--- src/hw/rtl/rpid_pkg.sv ---
package rpid_pkg;

  localparam int unsigned TableDepthDef = 256;
  localparam int unsigned OutLanesDef   = 16;
  localparam int unsigned InDepth       = 2;
  localparam int unsigned OutDepth      = 4;

  typedef enum logic [1:0] {
    PH_CONTROL,
    PH_LITERAL,
    PH_RUNVAL
  } phase_e;

  typedef enum logic [2:0] {
    ST_IDLE,
    ST_FEED,
    ST_EXTRACT,
    ST_PUT,
    ST_TAIL,
    ST_FINISH
  } state_e;

  typedef enum logic [2:0] {
    CFG_INDEXED_MODE,
    CFG_INDEX_BITS,
    CFG_OUT_LEN,
    CFG_PACKED_LEN,
    CFG_TABLE_SIZE
  } cfg_reg_e;

  typedef struct packed {
    logic       mode;
    logic [7:0] table_slot;
    logic [7:0] byte_value;
  } item_t;

  typedef struct packed {
    logic        last;
    logic [4:0]  byte_count;
    logic [63:0] out_bytes_hi;
    logic [63:0] out_bytes_lo;
  } res_t;

  typedef struct packed {
    logic        valid;
    cfg_reg_e    index;
    logic [15:0] data;
  } cfg_wr_t;

endpackage

--- src/hw/rtl/rle_palette_index_decompressor_unit.sv ---
// channel   direction  handshake                  payload
// input     in         push / full                mode_i, table_slot_i, byte_value_i
// result    out        empty / pop                out_bytes_lo_o, out_bytes_hi_o,
//                                                 byte_count_o, last_o
// config    in         cfg_valid_i / cfg_ready_o  cfg_index_i, cfg_data_i
//
// palette loads are written from idle; control bytes go on to the tail state, bytes
// of a finished frame to the finish state; plain bytes are put from the feed state,
// indexed bytes via feed, extract and put, with a one-port palette read per index
// a two-entry request queue feeds the decoder, a four-entry result queue follows it
// results back up into the decoder only while the result queue is full
// reset clears queues, frame state and registers; the palette is not cleared
module rle_palette_index_decompressor_unit #(
  parameter int unsigned TABLE_DEPTH = rpid_pkg::TableDepthDef,
  parameter int unsigned OUT_LANES   = rpid_pkg::OutLanesDef
) (
  input  logic        clk_i,
  input  logic        rst_ni,
  input  logic        push,
  output logic        full,
  input  logic        mode_i,
  input  logic [7:0]  table_slot_i,
  input  logic [7:0]  byte_value_i,
  output logic        empty,
  input  logic        pop,
  output logic [63:0] out_bytes_lo_o,
  output logic [63:0] out_bytes_hi_o,
  output logic [4:0]  byte_count_o,
  output logic        last_o,
  input  logic        cfg_valid_i,
  output logic        cfg_ready_o,
  input  logic [2:0]  cfg_index_i,
  input  logic [15:0] cfg_data_i
);
  import rpid_pkg::*;

  item_t   in_item, q_item;
  logic    q_empty, q_pop;
  res_t    res_w, res_r;
  logic    res_wr, res_full;
  cfg_wr_t cfg;

  assign cfg_ready_o = 1'b1;
  assign cfg.valid = cfg_valid_i;
  assign cfg.index = cfg_reg_e'(cfg_index_i);
  assign cfg.data  = cfg_data_i;

  assign in_item.mode       = mode_i;
  assign in_item.table_slot = table_slot_i;
  assign in_item.byte_value = byte_value_i;

  rpid_fifo #(.Width($bits(item_t)), .Depth(InDepth)) u_in_q (
    .clk_i, .rst_ni,
    .wr_en_i(push && !full), .wdata_i(in_item), .full_o(full),
    .rd_en_i(q_pop), .rdata_o(q_item), .empty_o(q_empty)
  );

  rpid_core #(.TableDepth(TABLE_DEPTH), .OutLanes(OUT_LANES)) u_core (
    .clk_i, .rst_ni,
    .cfg_i(cfg),
    .item_valid_i(!q_empty), .item_i(q_item), .item_pop_o(q_pop),
    .res_full_i(res_full), .res_wr_o(res_wr), .res_o(res_w)
  );

  rpid_fifo #(.Width($bits(res_t)), .Depth(OutDepth)) u_out_q (
    .clk_i, .rst_ni,
    .wr_en_i(res_wr), .wdata_i(res_w), .full_o(res_full),
    .rd_en_i(pop && !empty), .rdata_o(res_r), .empty_o(empty)
  );

  assign out_bytes_lo_o = res_r.out_bytes_lo;
  assign out_bytes_hi_o = res_r.out_bytes_hi;
  assign byte_count_o   = res_r.byte_count;
  assign last_o         = res_r.last;

endmodule

--- src/hw/rtl/rpid_fifo.sv ---
module rpid_fifo #(
  parameter int unsigned Width = 8,
  parameter int unsigned Depth = 2
) (
  input  logic             clk_i,
  input  logic             rst_ni,
  input  logic             wr_en_i,
  input  logic [Width-1:0] wdata_i,
  output logic             full_o,
  input  logic             rd_en_i,
  output logic [Width-1:0] rdata_o,
  output logic             empty_o
);
  localparam int unsigned PtrW = (Depth > 1) ? $clog2(Depth) : 1;
  localparam int unsigned CntW = $clog2(Depth + 1);

  logic [Width-1:0] mem_q [Depth];
  logic [PtrW-1:0]  wr_ptr_q, wr_ptr_d, rd_ptr_q, rd_ptr_d;
  logic [CntW-1:0]  cnt_q, cnt_d;

  assign full_o  = (cnt_q == CntW'(Depth));
  assign empty_o = (cnt_q == '0);
  assign rdata_o = mem_q[rd_ptr_q];

  always_comb begin
    wr_ptr_d = wr_ptr_q;
    rd_ptr_d = rd_ptr_q;
    cnt_d    = cnt_q;
    if (wr_en_i) begin
      wr_ptr_d = (wr_ptr_q == PtrW'(Depth - 1)) ? '0 : wr_ptr_q + 1'b1;
    end
    if (rd_en_i) begin
      rd_ptr_d = (rd_ptr_q == PtrW'(Depth - 1)) ? '0 : rd_ptr_q + 1'b1;
    end
    if (wr_en_i && !rd_en_i) begin
      cnt_d = cnt_q + 1'b1;
    end else if (!wr_en_i && rd_en_i) begin
      cnt_d = cnt_q - 1'b1;
    end
  end

  always_ff @(posedge clk_i or negedge rst_ni) begin
    if (!rst_ni) begin
      wr_ptr_q <= '0;
      rd_ptr_q <= '0;
      cnt_q    <= '0;
    end else begin
      wr_ptr_q <= wr_ptr_d;
      rd_ptr_q <= rd_ptr_d;
      cnt_q    <= cnt_d;
    end
  end

  always_ff @(posedge clk_i) begin
    if (wr_en_i) begin
      mem_q[wr_ptr_q] <= wdata_i;
    end
  end

endmodule

--- src/hw/rtl/rpid_core.sv ---
module rpid_core #(
  parameter int unsigned TableDepth = rpid_pkg::TableDepthDef,
  parameter int unsigned OutLanes   = rpid_pkg::OutLanesDef
) (
  input  logic             clk_i,
  input  logic             rst_ni,
  input  rpid_pkg::cfg_wr_t cfg_i,
  input  logic             item_valid_i,
  input  rpid_pkg::item_t  item_i,
  output logic             item_pop_o,
  input  logic             res_full_i,
  output logic             res_wr_o,
  output rpid_pkg::res_t   res_o
);
  import rpid_pkg::*;

  localparam int unsigned AddrW = $clog2(TableDepth);
  localparam int unsigned LaneW = $clog2(OutLanes);
  localparam int unsigned FillW = $clog2(OutLanes + 1);

  // configuration
  logic        imode_q;
  logic [3:0]  ibits_q;
  logic [15:0] olen_q, plen_q;
  logic [7:0]  tsize_q;
  logic [3:0]  ebits;

  state_e      state_q, state_d;
  phase_e      phase_q, phase_d;
  logic [6:0]  lit_q, lit_d, rep_q, rep_d;
  logic [15:0] rle_q, rle_d, emit_q, emit_d;
  logic [14:0] buf_q, buf_d;
  logic [3:0]  fill_q, fill_d;
  logic [7:0]  lane_q [OutLanes];
  logic [7:0]  lane_d [OutLanes];
  logic [FillW-1:0] lfill_q, lfill_d;
  logic [7:0]  b_q, b_d;
  logic        oob_q, oob_d, fin_q, fin_d;
  logic [7:0]  pal_mem [TableDepth];
  logic [7:0]  pal_q;
  logic        pal_we, pal_re;
  logic [7:0]  idx;
  logic [3:0]  shamt;

  // put unit
  logic [7:0]       put_val;
  logic             put_fin;
  logic [7:0]       lane_put [OutLanes];
  logic [FillW-1:0] put_fill;
  logic [16:0]      put_emit;
  logic             put_stop, put_send;

  logic frame_done;
  logic [7:0]       src [OutLanes];
  logic [FillW-1:0] src_cnt;

  assign ebits = (ibits_q == 4'd0) ? 4'd1 : ((ibits_q > 4'd8) ? 4'd8 : ibits_q);
  assign frame_done = ({1'b0, emit_q} >= {1'b0, olen_q}) || (imode_q && rle_q >= plen_q);
  assign shamt = fill_q - ebits;
  assign idx = 8'((buf_q >> shamt) & ((15'd1 << ebits) - 15'd1));

  always_comb begin
    put_val  = (state_q == ST_PUT) ? (oob_q ? 8'd0 : pal_q) : b_q;
    put_fin  = (state_q == ST_PUT) && fin_q;
    lane_put = lane_q;
    lane_put[lfill_q[LaneW-1:0]] = put_val;
    put_fill = lfill_q + 1'b1;
    put_emit = {1'b0, emit_q} + 17'd1;
    put_stop = put_fin || (put_emit >= {1'b0, olen_q});
    put_send = put_stop || (put_fill == FillW'(OutLanes));
  end

  always_comb begin
    state_d = state_q;
    unique case (state_q)
      ST_IDLE: begin
        if (item_valid_i && item_i.mode) begin
          if (frame_done) begin
            state_d = ST_FINISH;
          end else if (phase_q == PH_CONTROL) begin
            state_d = ST_TAIL;
          end else begin
            state_d = ST_FEED;
          end
        end
      end
      ST_FEED: begin
        if (rep_q == '0) begin
          state_d = ST_TAIL;
        end else if (imode_q) begin
          state_d = ST_EXTRACT;
        end else if (!res_full_i && put_stop) begin
          state_d = ST_IDLE;
        end
      end
      ST_EXTRACT: state_d = (fill_q >= ebits) ? ST_PUT : ST_FEED;
      ST_PUT: begin
        if (!res_full_i) begin
          state_d = put_stop ? ST_IDLE : ST_EXTRACT;
        end
      end
      ST_TAIL: begin
        if (lfill_q <= FillW'(OutLanes / 2) || !res_full_i) begin
          state_d = ST_IDLE;
        end
      end
      ST_FINISH: begin
        if (lfill_q == '0 || !res_full_i) begin
          state_d = ST_IDLE;
        end
      end
      default: state_d = ST_IDLE;
    endcase
  end

  always_comb begin
    phase_d = phase_q;
    lit_d   = lit_q;
    rep_d   = rep_q;
    rle_d   = rle_q;
    emit_d  = emit_q;
    buf_d   = buf_q;
    fill_d  = fill_q;
    lane_d  = lane_q;
    lfill_d = lfill_q;
    b_d     = b_q;
    oob_d   = oob_q;
    fin_d   = fin_q;
    item_pop_o = 1'b0;
    pal_we  = 1'b0;
    pal_re  = 1'b0;
    res_wr_o = 1'b0;
    src     = lane_q;
    src_cnt = lfill_q;
    res_o.last = 1'b0;
    unique case (state_q)
      ST_IDLE: begin
        if (item_valid_i) begin
          item_pop_o = 1'b1;
          b_d = item_i.byte_value;
          if (!item_i.mode) begin
            pal_we = ({1'b0, item_i.table_slot} < 9'(TableDepth));
          end else if (!frame_done) begin
            unique case (phase_q)
              PH_LITERAL: rep_d = 7'd1;
              PH_RUNVAL:  rep_d = lit_q;
              default: begin
                lit_d = item_i.byte_value[6:0];
                if (item_i.byte_value[7]) begin
                  phase_d = (item_i.byte_value[6:0] != '0) ? PH_LITERAL : PH_CONTROL;
                end else begin
                  phase_d = PH_RUNVAL;
                end
              end
            endcase
          end
        end
      end
      ST_FEED: begin
        if (rep_q == '0) begin
          if (phase_q == PH_LITERAL) begin
            lit_d = lit_q - 1'b1;
            if (lit_q == 7'd1) begin
              phase_d = PH_CONTROL;
            end
          end else begin
            lit_d   = '0;
            phase_d = PH_CONTROL;
          end
        end else if (imode_q) begin
          rep_d  = rep_q - 1'b1;
          rle_d  = rle_q + 1'b1;
          buf_d  = {buf_q[6:0], b_q};
          fill_d = fill_q + 4'd8;
        end else if (!res_full_i) begin
          rep_d = rep_q - 1'b1;
        end
      end
      ST_EXTRACT: begin
        if (fill_q >= ebits) begin
          pal_re = 1'b1;
          fill_d = shamt;
          buf_d  = buf_q & ((15'd1 << shamt) - 15'd1);
          fin_d  = (rle_q >= plen_q) && (shamt < ebits);
          oob_d  = (idx >= tsize_q) || ({1'b0, idx} >= 9'(TableDepth));
        end
      end
      ST_TAIL: begin
        if (lfill_q > FillW'(OutLanes / 2) && !res_full_i) begin
          res_wr_o = 1'b1;
          lfill_d  = '0;
        end
      end
      ST_FINISH: begin
        if (lfill_q == '0 || !res_full_i) begin
          res_wr_o   = (lfill_q != '0);
          res_o.last = 1'b1;
          phase_d = PH_CONTROL;
          lit_d   = '0;
          rle_d   = '0;
          buf_d   = '0;
          fill_d  = '0;
          emit_d  = '0;
          lfill_d = '0;
        end
      end
      default: ;
    endcase

    // byte placement shared by plain feed and palette put
    if (!res_full_i && ((state_q == ST_PUT) ||
        (state_q == ST_FEED && rep_q != '0 && !imode_q))) begin
      lane_d  = lane_put;
      lfill_d = put_fill;
      emit_d  = put_emit[15:0];
      src     = lane_put;
      src_cnt = put_fill;
      if (put_send) begin
        res_wr_o   = 1'b1;
        res_o.last = put_stop;
        lfill_d    = '0;
      end
      if (put_stop) begin
        phase_d = PH_CONTROL;
        lit_d   = '0;
        rep_d   = '0;
        rle_d   = '0;
        buf_d   = '0;
        fill_d  = '0;
        emit_d  = '0;
      end
    end

    res_o.byte_count = 5'(src_cnt);
    for (int i = 0; i < 8; i++) begin
      res_o.out_bytes_lo[8*i +: 8] = (FillW'(i) < src_cnt) ? src[i] : 8'd0;
      res_o.out_bytes_hi[8*i +: 8] = (FillW'(i + 8) < src_cnt) ? src[i + 8] : 8'd0;
    end
  end

  always_ff @(posedge clk_i or negedge rst_ni) begin
    if (!rst_ni) begin
      imode_q <= 1'b0;
      ibits_q <= 4'd8;
      olen_q  <= '0;
      plen_q  <= '0;
      tsize_q <= '0;
    end else if (cfg_i.valid) begin
      case (cfg_i.index)
        CFG_INDEXED_MODE: imode_q <= cfg_i.data[0];
        CFG_INDEX_BITS:   ibits_q <= cfg_i.data[3:0];
        CFG_OUT_LEN:      olen_q  <= cfg_i.data;
        CFG_PACKED_LEN:   plen_q  <= cfg_i.data;
        CFG_TABLE_SIZE:   tsize_q <= cfg_i.data[7:0];
        default: ;
      endcase
    end
  end

  always_ff @(posedge clk_i or negedge rst_ni) begin
    if (!rst_ni) begin
      state_q <= ST_IDLE;
      phase_q <= PH_CONTROL;
      lit_q   <= '0;
      rep_q   <= '0;
      rle_q   <= '0;
      emit_q  <= '0;
      buf_q   <= '0;
      fill_q  <= '0;
      lfill_q <= '0;
    end else begin
      state_q <= state_d;
      phase_q <= phase_d;
      lit_q   <= lit_d;
      rep_q   <= rep_d;
      rle_q   <= rle_d;
      emit_q  <= emit_d;
      buf_q   <= buf_d;
      fill_q  <= fill_d;
      lfill_q <= lfill_d;
    end
  end

  always_ff @(posedge clk_i) begin
    lane_q <= lane_d;
    b_q    <= b_d;
    oob_q  <= oob_d;
    fin_q  <= fin_d;
  end

  always_ff @(posedge clk_i) begin
    if (pal_we) begin
      pal_mem[item_i.table_slot[AddrW-1:0]] <= item_i.byte_value;
    end
    if (pal_re) begin
      pal_q <= pal_mem[idx[AddrW-1:0]];
    end
  end

  assert property (@(posedge clk_i) disable iff (!rst_ni) res_wr_o |-> !res_full_i)
    else $error("result write into full queue");
  assert property (@(posedge clk_i) disable iff (!rst_ni) lfill_q < FillW'(OutLanes))
    else $error("lane fill overflow");
  assert property (@(posedge clk_i) disable iff (!rst_ni)
    state_q == ST_PUT |-> $past(state_q) == ST_EXTRACT || $past(state_q) == ST_PUT)
    else $error("palette put without lookup");
  assert property (@(posedge clk_i) disable iff (!rst_ni) item_pop_o |-> state_q == ST_IDLE)
    else $error("item taken while busy");

endmodule

--- config.mk ---
export PLATFORM = sky130hd
export DESIGN_NAME = rle_palette_index_decompressor_unit
export DESIGN_NICKNAME = d
export VERILOG_FILES = /design/src/hw/rtl/rpid_pkg.sv /design/src/hw/rtl/rle_palette_index_decompressor_unit.sv /design/src/hw/rtl/rpid_fifo.sv /design/src/hw/rtl/rpid_core.sv
export SDC_FILE = /design/constraint.sdc
export NUM_CORES = 2
export LEC_CHECK = 0
export BUFFER_PORTS_ARGS = -buffer_cell sky130_fd_sc_hd__buf_2
export CAP_MARGIN = 10
export CORE_ASPECT_RATIO = 1.4
export CORE_MARGIN = 5
export CORE_UTILIZATION = 25
export CTS_CLUSTER_SIZE = 30
export DETAILED_ROUTE_END_ITERATION = 7
export GPL_ROUTABILITY_DRIVEN = 0
export HOLD_SLACK_MARGIN = 0.05
export PLACE_DENSITY_LB_ADDON = 0.15
export SKIP_CTS_REPAIR_TIMING = 1
export SYNTH_ARGS = -nofsm -noshare
export SYNTH_HDL_FRONTEND = slang
export SYNTH_SLANG_ARGS = --single-unit
export TNS_END_PERCENT = 20
--- constraint.sdc ---
create_clock -name clk_i -period 6.7 [get_ports clk_i]
set_clock_uncertainty 0.05 [all_clocks]
set_input_delay 1.34 -clock clk_i [delete_from_list [all_inputs] [get_ports clk_i]]
set_output_delay 1.34 -clock clk_i [all_outputs]
set_load 0.05 [all_outputs]
# ---- Yosys cells after proc, flatten, opt, wreduce, memory -nomap -nowiden
# Memory sizes are Yosys's and may differ from the RTL's. A register that Yosys moved wholly into a read port is not among the register bits.
# Cells that the tools add are included.
dict set report word_totals {
  ff_bits 269
  latchBits 0
  ram_bits 2618
  romBits 0
  inputBits 41
  output_inout_bits 137
  wordCells 304
  memories 3
}
# memory depth width read_ports rd_clocked_by_memory_dff wr line
set memory_table {}
lappend memory_table {u_core.pal_mem 256 8 1 1 1 rpid_core.sv:39} ;# logic [7:0] pal_mem [TableDepth];
lappend memory_table {u_out_q.mem_q 4 134 1 0 1 rpid_fifo.sv:17} ;# logic [Width-1:0] mem_q [Depth];
lappend memory_table {u_in_q.mem_q 2 17 1 0 1 rpid_fifo.sv:17}
dict set report op_classes {
  n_addsub 17
  mul 0
  n_div 0
  n_lt_le_gt_ge 27
  eq_ne 24
  shifts 3
  mux 129
  bitwise_logic 4
  reduce_logical 58
}
# op n
set ops {}
lappend ops {{$mux 8} 19}
lappend ops {{$mux 16} 9}
lappend ops {{$bwmux 128} 1}
lappend ops {{$mux 128} 1}
lappend ops {{$mux 7} 17}
lappend ops {{$mux 15} 6}
lappend ops {{$pmux 15 s3} 1}
lappend ops {{$lt 4x5->1 const A} 8}
lappend ops {{$mux 2} 17}
lappend ops {{$mux 3} 11}
lappend ops {{$demux 8 s4} 1}
lappend ops {{$ge 16x16->1} 2}
lappend ops {{$mux 4} 8}
lappend ops {{$pmux 16 s2} 1}
lappend ops {{$pmux 7 s2} 2}
lappend ops {{$mux 5} 5}
lappend ops {{$mux 1} 24}
lappend ops {{$pmux 7 s3} 1}
lappend ops {{$lt 3x5->1 const A} 4}
lappend ops {{$pmux 3 s6} 1}
lappend ops {{$add 16x1->17 const B} 1}
lappend ops {{$ge 17x16->1} 1}
lappend ops {{$add 16x1->16 const B} 1}
lappend ops {{$logic_and 1x1->1} 16}
lappend ops {{other kinds (58)} 104}

# ---- Logic depth before layout (Yosys ltp)
dict set report logic_depth {
  word_depth 11
  depth_mapped 26
  ltp_nobuf 23
}

# ---- Cells and area by module
# A second synthesis with hierarchy kept.
dict set report hier_totals {
  hier_cells 8671
  hier_area_um2 117870.5
}
# mod n_inst cells_per_inst area_each_um2 seq_area_each_um2
set by_module_without_submodules {}
lappend by_module_without_submodules {rpid_core 1 7860 96657.7 67606.1}
lappend by_module_without_submodules {{rpid_fifo at u_out_q} 1 737 19706.4 16270.6}
lappend by_module_without_submodules {{rpid_fifo at u_in_q} 1 69 1463.9 1121.1}
lappend by_module_without_submodules {rle_palette_index_decompressor_unit 1 5 42.5 0.0}

# ---- Worst setup path before layout
# Ideal clock, no wire load.
dict set report synth_path {
  path_type {reg2reg}
  from {register u_core.emit_q[2]}
  to {memory u_out_q.mem_q[1][0] in the netlist's numbering (enable)}
  setup_time_ps 509
  t_arrival_ps 6408
  required_time_ps 6141
  path_slack_ps -268
  path_stages_with_launch 19
  path_buffers 0
  synth_period_minus_slack_ps 6968
  path_cell_list {dfrtp_1 -> and3_1 -> and3_1 -> and2_1 -> and3_1 -> nand2_1 -> nor3_1 -> nand4_1 -> xnor2_1 -> ha_1 -> nand4_1 -> nor4_1 -> a211oi_1 -> o21ai_0 -> nor3_1 -> a21oi_1 -> a21oi_1 -> o22ai_1 -> and2_1}
}
dict set report synth_between {
  elab_chain_cells 8
}
# element line
set synth_rtl {}
lappend synth_rtl {{start: declaration} rpid_core.sv:31} ;# logic [15:0] rle_q, rle_d, emit_q, emit_d;
lappend synth_rtl {{start signal: assignment} rpid_core.sv:277} ;# emit_q <= emit_d;
lappend synth_rtl {{$add 16x1->17} rpid_core.sv:68} ;# put_emit = {1'b0, emit_q} + 17'd1;
lappend synth_rtl {{$ge 17x16->1} rpid_core.sv:69} ;# put_stop = put_fin || (put_emit >= {1'b0, olen_q});
lappend synth_rtl {{$logic_or 1x1->1} rpid_core.sv:69}
lappend synth_rtl {{$logic_or 1x1->1} rpid_core.sv:70} ;# put_send = put_stop || (put_fill == FillW'(OutLanes));
lappend synth_rtl {{$mux 1} rpid_core.sv:218} ;# if (put_send) begin
lappend synth_rtl {{$mux 1} rpid_core.sv:211} ;# if (!res_full_i && ((state_q == ST_PUT) ||
lappend synth_rtl {{named net res_wr} rle_palette_index_decompressor_unit.sv:40} ;# logic res_wr, res_full;
lappend synth_rtl {{$mux 1} rpid_fifo.sv:55} ;# if (wr_en_i) begin
lappend synth_rtl {{$mux 1 (not written as such)} rpid_fifo.sv:56} ;# mem_q[wr_ptr_q] <= wdata_i;
lappend synth_rtl {{end: declaration} rpid_fifo.sv:17}
# The timed path passes the listed nets, and every way through them passes these cells.

# ---- Final worst setup path
dict set report layout_path {
  from {register u_core.ibits_q[3]}
  to {register u_core.pal_q[0], read port of u_core.pal_mem (data pin)}
}
dict set report layout_between {
  elab_chain_cells 6
  elab_cells_between_ends 12
  classes_between {add/sub: 2; order compare: 2; shift: 2; mux: 4; bitwise: 1; reduce/logical: 1}
}
# element line
set layout_rtl {}
lappend layout_rtl {{start: declaration} rpid_core.sv:23} ;# logic [3:0] ibits_q;
lappend layout_rtl {{start signal: assignment} rpid_core.sv:251} ;# CFG_INDEX_BITS: ibits_q <= cfg_i.data[3:0];
lappend layout_rtl {{$gt 4x4->1} rpid_core.sv:57} ;# assign ebits = (ibits_q == 4'd0) ? 4'd1 : ((ibits_q > 4'd8) ? 4'd8 : ibits_q);
lappend layout_rtl {{$mux 4} rpid_core.sv:57}
lappend layout_rtl {{$mux 4 (*)} rpid_core.sv:57}
lappend layout_rtl {{$sub 4x4->4, or another cell as far along} rpid_core.sv:59} ;# assign shamt = fill_q - ebits;
lappend layout_rtl {{$shr 15x4->8, or another cell as far along} rpid_core.sv:60} ;# assign idx = 8'((buf_q >> shamt) & ((15'd1 << ebits) - 15'd1));
lappend layout_rtl {{$and 8x8->8 / $mux 1 (equally long branches)} {rpid_core.sv:60, rpid_core.sv:136}}
lappend layout_rtl {{end: declaration} rpid_core.sv:40} ;# logic [7:0] pal_q;
# Every way passes the cells marked *; elsewhere a longest branch is shown, timed or not.
# A chain may end at the register's enable or synchronous reset.

==> qor.yml <==
status: "finished clean"
start_kind: "flop"
clk_pin_slew_ps: 60
maxSlewViolCount: 0
track_usage_pct: 17.0
die_height_um: 814
r2r_slack_ps: 170
core_um2: 461000
min_period_over_period_pct: 97.4
drive_gt1_share_pct: 18.4
drt-pass1-iter-count: 6
maxCapViolations: 0
synthCells: 7451
via_count: 68100
cts.sinks: 2895
post-dp-hpwl_mm: 276
placed_cells: 13700
worstReg2RegEnd: "u_core.pal_q[0]"
async_flop_share_pct: 4.53
yosys_warnings: 0
drt_iter0_drc: 5444
slew_headroom_pct: 7.30
end_kind: "flop"
final_util_pct: 29.6
peakVddDrop_mv: 0.618
insertion_delay_ps: 920
cp.arrival_ps: 7130
synth_area_um2: 116000
cts_tree: "done"
cts_buffer_depth: 4
antenna_found_initial: 44
final_antenna_net_count: 0
cts-root-buf: "clkbuf_16"
critPathMaxFanout: 33
viasPerCell: 4.77
placed_cell_area_um2: 126000
nets: 8044
r2r_start: "u_core.ibits_q[3]"
overflow: 0
synth_edf_count: 2636
yosysSeqAreaShare_pct: 73.5
portBuffers: 176
grt_pass1_wl_mm: 577
worstMarginPinSlew_ps: 1380
rows: 295
wirelength_mm: 417
synthFlopType: "edfxtp_1"
fmax_mhz: 153
p_leak_nw: 44.4
powerDensity_nw_per_um2: 505
ys_types: 91
final_area_um2: 137000
instances_no_fill: 14300
grt_max_degree: 201
syn_area_per_cell_um2: 15.5
start_util_pct: 25.1
setup_viol: 0
cp.required_ps: 7310
first_global_vias: 69800
hold_class: "in2async"
wire_per_inst_um: 29.2
numCtsBuffers: 310
fillerInstances: 45800
rr_worst_depth: 19
syn2layout_area_growth_pct: 18.2
fin_crit_ps: 6530
drc_errors: 0
ys_seq_elements: 2895
h-tree-depth: 5
io_pins: 178
die_area_um2: 476000
critical_path_class: "reg2reg"
final_hold_viol_count: 0
fp.dieW_um: 585
rsz0062_at_grt: "false"
-- worst max-delay path by stage --
stage                      start                   to  cells past startpoint
3_3_place_gp   u_core.ibits_q[3]      u_core.pal_q[7]                     18
2_1_floorplan   u_core.emit_q[2]  u_out_q.mem_q[2][0]                     18
3_5_place_dp   u_core.ibits_q[1]      u_core.pal_q[5]                     16
6_report       u_core.ibits_q[3]      u_core.pal_q[0]                     19
5_1_grt        u_core.ibits_q[3]      u_core.pal_q[5]                     16
4_1_cts        u_core.ibits_q[1]      u_core.pal_q[5]                     16
-- cell usage in the layout (no fill, tap or decap), types with 128 or more instances in the layout --
master | netlist | final
edfxtp_1 | 2636 | 2636
nand2_1 | 1141 | 1138
nor2_1 | 460 | 447
mux4_2 | 368 | 367
a21oi_1 | 353 | 344
clkbuf_16 | 0 | 318
buf_4 | 40 | 308
nand3_1 | 245 | 245
buf_2 | 118 | 175
o21ai_0 | 172 | 171
a31oi_1 | 143 | 142
dfxtp_1 | 128 | 128
-- cells in the mapped netlist, drive strengths merged, types with 17 or more instances --
cell / n / area [µm²]
edfxtp: 2636 / 79200
nand2: 1144 / 4310
nor2: 461 / 1730
mux4: 368 / 8290
a21oi: 353 / 1770
nand3: 245 / 1230
buf: 218 / 1270
clkbuf: 202 / 759
o21ai: 177 / 890
a31oi: 145 / 920
dfrtp: 130 / 3250
dfxtp: 128 / 2560
nor2b: 111 / 694
inv: 100 / 378
nor3: 96 / 492
ha: 86 / 1080
mux2i: 84 / 841
and3: 76 / 475
a22oi: 73 / 548
a211oi: 63 / 478
a32oi: 49 / 429
nand4: 46 / 288
a22o: 36 / 315
mux2: 36 / 405
o22ai: 36 / 225
and2: 33 / 206
a21o: 28 / 210
nor4: 27 / 188
xnor2: 18 / 158
or3: 17 / 106
-- per-layer routing --
| metal | track usage, % | vias to the layer above | part of all wire [%] |
|---|---|---|---|
| met5 | 0 | - | 0.014 |
| met1 | 19.7 | 35900 | 38 |
| li1 | - | 29700 | - |
| met2 | 31.1 | 2000 | 52 |
| met4 | 7.37 | 10 | 5.0 |
| met3 | 2.25 | 574 | 4.5 |
-- critical path: stages, from the launching register on --
cell     delay [ps]
dfstp_2         590
or3_1           150
o21ai_0         130
ha_1            270
fa_1            600
buf_4           240
buf_4           190
mux4_2          320
mux4_4          730
inv_8           140
buf_12          240
buf_4           280
a21oi_2          90
buf_4           220
buf_4           160
a221o_1         340
o21ai_0        1060
nand3_1         220
nand3_1         170
nor4_2           60
-- cell families (layout without fill, tap and decap cells) --
group / Yosys count / count (layout) / synth area share [%]
DFF: 2895 / 2895 / 73.5
muxes: 488 / 488 / 8.25
xor gates and xnor gates: 32 / 32 / 0.249
other: 1 / 39 / 0.00324
AOI/OAI and AO/OA: 1097 / 1097 / 6.01
adders and majority gates: 89 / 89 / 0.983
and+or+nand+nor: 2326 / 2326 / 8.86
buffers and inverters: 523 / 1235 / 2.10
-- state kept, by name, summed over array words and instances, names as in the netlist, 3 cells and up --
signal          count
u_core.b_q          8
u_core.buf_q       15
u_core.emit_q      16
u_core.fill_q       4
u_core.ibits_q      4
u_core.lane_q     128
u_core.lfill_q      5
u_core.lit_q        7
u_core.olen_q      16
u_core.pal_mem   2048
u_core.pal_q        8
u_core.plen_q      16
u_core.rep_q        7
u_core.rle_q       16
u_core.state_q      3
u_core.tsize_q      8
u_in_q.mem_q       34
u_out_q.cnt_q       3
u_out_q.mem_q     536
-- layout make-up --
cell class,count,area [µm²],share of cell area (%)
flip-flops and latches,2895,85000,62.2
multi-input cells,4034,28500,20.9
clock buffers,401,8380,6.13
well taps,6088,7620,5.57
repair buffers,570,4870,3.57
clock inverters,161,1700,1.25
inverters,103,427,0.312
diodes,37,92.6,0.0678
-- stage by stage --
stage | TNS, ps | hold WS [ps] | setup slack, ps | total power, W
finish | 0 | 389 | 175 | 0.0690
global route | 0 | 405 | 32.4 | 0.0717
CTS | 0 | 345 | 229 | 0.0701
detailed placement | 0 | 395 | 218 | 0.0525
global placement | 0 | 383 | 221 | 0.0524
floorplan | -107440 | 372 | -267 | 0.0391
-- where the power goes --
part / switching [W] / internal [W] / leakage (nW)
Combinational: 0.0199 / 0.00900 / 12.9
Clock: 0.00741 / 0.0100 / 4.90
Sequential: 0.000584 / 0.0221 / 26.6
Note: power is estimated with default switching activity, not from simulation.
